--- src/design/acms_ram.sv ---
// generic single write port ram with registered read
module acms_ram #(
  parameter int WIDTH = 19,
  parameter int DEPTH = 256,
  localparam int AW = (DEPTH > 1) ? $clog2(DEPTH) : 1
) (
  input  logic             clk,
  input  logic             we,
  input  logic [AW-1:0]    waddr,
  input  logic [WIDTH-1:0] wdata,
  input  logic [AW-1:0]    raddr,
  output logic [WIDTH-1:0] rdata
);

  logic [WIDTH-1:0] mem [DEPTH];

  always_ff @(posedge clk) begin
    if (we) begin
      mem[waddr] <= wdata;
    end
    rdata <= mem[raddr];
  end

endmodule

--- config.mk ---
export PLATFORM = sky130hd
export DESIGN_NAME = acms_ram
export DESIGN_NICKNAME = d
export VERILOG_FILES = /design/src/design/acms_ram.sv
export SDC_FILE = /design/constraint.sdc
export NUM_CORES = 2
export LEC_CHECK = 0
export BUFFER_PORTS_ARGS = -buffer_cell sky130_fd_sc_hd__buf_4
export CAP_MARGIN = 20
export CORE_ASPECT_RATIO = 1.75
export CORE_MARGIN = 1
export CORE_UTILIZATION = 35
export DETAILED_ROUTE_END_ITERATION = 16
export GPL_TIMING_DRIVEN = 0
export PLACE_DENSITY_LB_ADDON = 0.15
export SYNTH_ARGS = -nofsm -noshare
export SYNTH_HDL_FRONTEND = slang
export SYNTH_MEMORY_MAX_BITS = 65536
export SYNTH_SLANG_ARGS = --single-unit
--- constraint.sdc ---
create_clock -name clk -period 3.25 [get_ports clk]
set_clock_uncertainty 0.2 [all_clocks]
set_input_delay 0 -clock clk [delete_from_list [all_inputs] [get_ports clk]]
set_output_delay 0 -clock clk [all_outputs]
set_load 0.005 [all_outputs]
==> summary.md <==
| Metric | Value |
|---|---|
| Simple-gate share of the synthesized area | `0.0172` |
| Root Buffer | `clkbuf_16` |
| Compound-Gate Fraction of Synth Area | `0.0343` |
| Sequential fraction of the synthesis area | `0.777` |
| Pre-CTS setup slack | `-3.47 ns` |
| Initial antenna violation count | `59` |
| Clk_lat worst skew | `1.07 ns` |
| I/O Buffers | `46` |
| Fin util | `0.417` |
| Core area | `537000 sq um` |
| Final worst setup slack | `-0.282 ns` |
| # DRC | `0` |
| MaxCap Viol Count | `0` |
| Most frequent cell after synthesis | `edfxtp_1` |
| Crit path cell chain | `clkbuf_1 > nor2b_1 > clkbuf_2 > nand4_1 > clkbuf_2 > nor2_4` |
| Avg Cell Area, Syn | `21.6 sq um` |
| Hold Path Class | `in -> reg` |
| Area occupied by multi-input gates | `41400 sq um` |
| Net Sw Power | `31.8 mW` |
| Startpoint Class | `primary input` |
| WHS Endpoint | `mem[198][18]$_DFFE_PP_` |
| Filler Cells Inserted | `46684` |
| Clock Power Share | `0.406` |
| Worst Hold Launch | `wdata[18]` |
| Int Power | `101 mW` |
| Worst slew pin tran | `1.28 ns` |
| Antenna Nets Post-Route | `0` |
| P per Cell Area | `595 nW/um^2` |
| Placed inst area | `206000 sq um` |
| Area contributors post-synth | `edfxtp_1 (78%), mux4_2 (11%), mux2i_1 (3.8%), o221ai_1 (1.2%), o22ai_1 (0.76%)` |
| Vias per inst | `5.88` |
| Req. time, crit path | `3.70 ns` |
| Share of cells above drive strength 1 | `0.285` |
| Synth area leader | `edfxtp_1` |
| Adder-Cell Fraction of Synth Area | `0` |
| Largest net degree at the start of global routing | `165` |
| Crit path max-delay cell type | `nor2_4` |
| Final Max Slew Viols | `0` |
| Mapped cell area | `188000 sq um` |
| Gpl congestion | `1.01` |
| Clock tree sinks | `4883` |
| Most instantiated cells after synthesis | `edfxtp_1 (4864), mux4_2 (899), mux2i_1 (709)` |
| Final hold violation count | `0` |
| Die width | `557 um` |
| Comb power frac | `0.073` |
| Routed WL | `812000 um` |
| Reg2reg start | `mem[151][10]$_DFFE_PP_` |
| DP Cell Count | `16253` |
| Max_slew headroom | `0.138` |
| CTS clock-pin slew for the worst setup and hold paths | `0.07 ns` |
| Final Cycle Share | `1.09` |
| Endpoints failing setup | `339` |
| Main combinational cell family by area after synthesis | `multiplexers` |
| Vias post-DR | `101243` |
| Fin nets | `9667` |
| Sequential Power Share | `0.521` |
| Maximum buffer depth of the clock tree | `4` |
| Register area | `146000 sq um` |
| Design area | `224000 sq um` |
| Share of the synthesized area in the top cell type | `0.775` |
| Most used cell, CP | `clkbuf_2` |
| Die area | `542000 sq um` |
| EDFF count, synth | `4864` |
| Multiplexer share of the synthesized area | `0.153` |
| Switching Share | `0.239` |
| Hold-critical path depth | `2` |
| CTS Buf Count | `447` |
| # IOs | `56` |
| Total global routing track utilization | `0.297` |
| FMAX | `283 MHz` |
| HPWL Detailed | `580000 um` |
| Initial Util | `0.351` |
| DR pass1 iterations | `6` |
| Worst reg-to-reg setup slack | `-0.10 ns` |
| Failing checks | `negative setup slack` |
| Setup crit end kind | `flop` |
| Number of global-route vias before repair | `101874` |
| Post-synth ARST share | `0` |
| TritonCTS clock tree | `done` |
| Synth Area in XOR/XNOR | `0` |
| Layout area overhead | `18.8%` |
| Crit. Startpoint | `waddr[1]` |
| Syn_nets | `8746` |
| GRT overflow | `0` |
| First-pass GRT wire length | `1040000 um` |
| H-tree depth | `5` |
| Height of the die | `973 um` |
| R2R cell count | `7` |
| CP arrival | `3.98 ns` |
| Row Count | `356` |
| Setup CP Type | `in -> reg` |
| Routed wire per std cell | `47.1 um` |
| R2r endpoint | `rdata[10]$_DFF_P_` |
| Outcome | `complete, but fails checks` |
| YS warnings | `0` |
| Post-Layout Cell Count | `17220` |
| Synth Flop Type | `edfxtp_1` |
| CP peak stage delay | `0.97 ns` |
| Distinct cells, synth | `60` |
| Top fanout value on the critical path | `19` |
| Initial DRC Count | `12477` |
| Leakage power total | `70.1 nW` |
| Minimum clock period | `3.53 ns` |
| Yosys reg bits | `4883` |
| VDD IR max | `540 uV` |
| Synth Instances | `8709` |
-- through the flow --
stage | hold slack (ns) | setup TNS (ns) | power [mW]
floorplan | -0.101 | 0 | 74.2
global placement | 0.194 | - | 79.4
detailed placement | 0.165 | -2896.14 | 79.9
CTS | 0.000233 | -0.0144 | 133
global route | 0.0119 | -0.00127 | 136
finish | 0.0162 | -32.94 | 133
-- power by group through the flow --
| stage | clock (mW) | combinational (mW) | sequential, mW |
|---|---|---|---|
| global placement | 0 | 8.46 | 70.9 |
| global route | 56.5 | 9.58 | 69.4 |
| CTS | 54.5 | 9.46 | 69.4 |
| floorplan | 0 | 3.42 | 70.8 |
| detailed placement | 0 | 9.10 | 70.8 |
| finish | 54.1 | 9.67 | 69.4 |
-- worst max-delay path, delay by kind of cell --
family | cells | cell delay [ns]
buf+inv | 3 | 2.09
simple gates | 3 | 1.78
-- cell usage in the layout (no fill, tap or decap), drive strengths merged, types with 50 or more instances in the layout --
master / n
nor3: 152
mux2i: 709
o22ai: 229
buf: 720
nand2: 66
edfxtp: 4864
o221ai: 258
mux4: 944
dlygate4sd3: 51
clkbuf: 744
nor2: 328
o21ai: 50
a21oi: 182
clkinv: 226
-- cell families (layout without fill, tap and decap cells) --
logic type	Yosys count	count (layout)
DFF	4883	4883
muxes	1678	1678
AOI/OAI and AO/OA	914	914
and+or+nand+nor	703	703
buffers and inverters	531	1837
other	0	45
-- routing by layer --
layer,GRT usage,wire length (um),up-vias
li1,-,-,38951
met1,0.293,250000,55031
met2,0.516,412000,5340
met3,0.0568,53300,1899
met4,0.291,96000,22
met5,0.0000879,133,-
-- sequential cells by signal, summed over array words and instances (netlist names) --
name,cells
rdata,19
mem,4864
-- how the worst max path moves through the flow --
stage | end | depth (start not counted) | slack [ns]
floorplan | mem[235][0]$_DFFE_PP_ | 6 | 0.75
global placement | rdata[6]$_DFF_P_ | 9 | -5.65
detailed placement | rdata[10]$_DFF_P_ | 12 | -3.47
CTS | rdata[10]$_DFF_P_ | 7 | -0.01
global route | rdata[18]$_DFF_P_ | 10 | -0.001
finish | mem[142][4]$_DFFE_PP_ | 6 | -0.28
-- timing repair --
action | 4_1_cts | 5_1_grt
gates resized for setup | 347 | 39
endpoints found under the setup margin | 854 | 16
hold buffers | 65 | 0
hold endpoints to repair | 5051 | 0
gates cloned | 0 | 0
setup buffers | 14 | 0
pin swaps | 32 | 3
-- layout make-up --
type                            instances  area share
Sequential cell                      4883       0.654
Multi-Input combinational cell       3295       0.185
Clock buffer                          519      0.0522
Tap cell                             7160      0.0400
Timing Repair Buffer                  474      0.0362
Buffer                                526      0.0189
Clock inverter                        315      0.0133
Antenna cell                           45    0.000503
Inverter                                3   0.0000559
No activity file was read; power rests on OpenSTA's default activity.
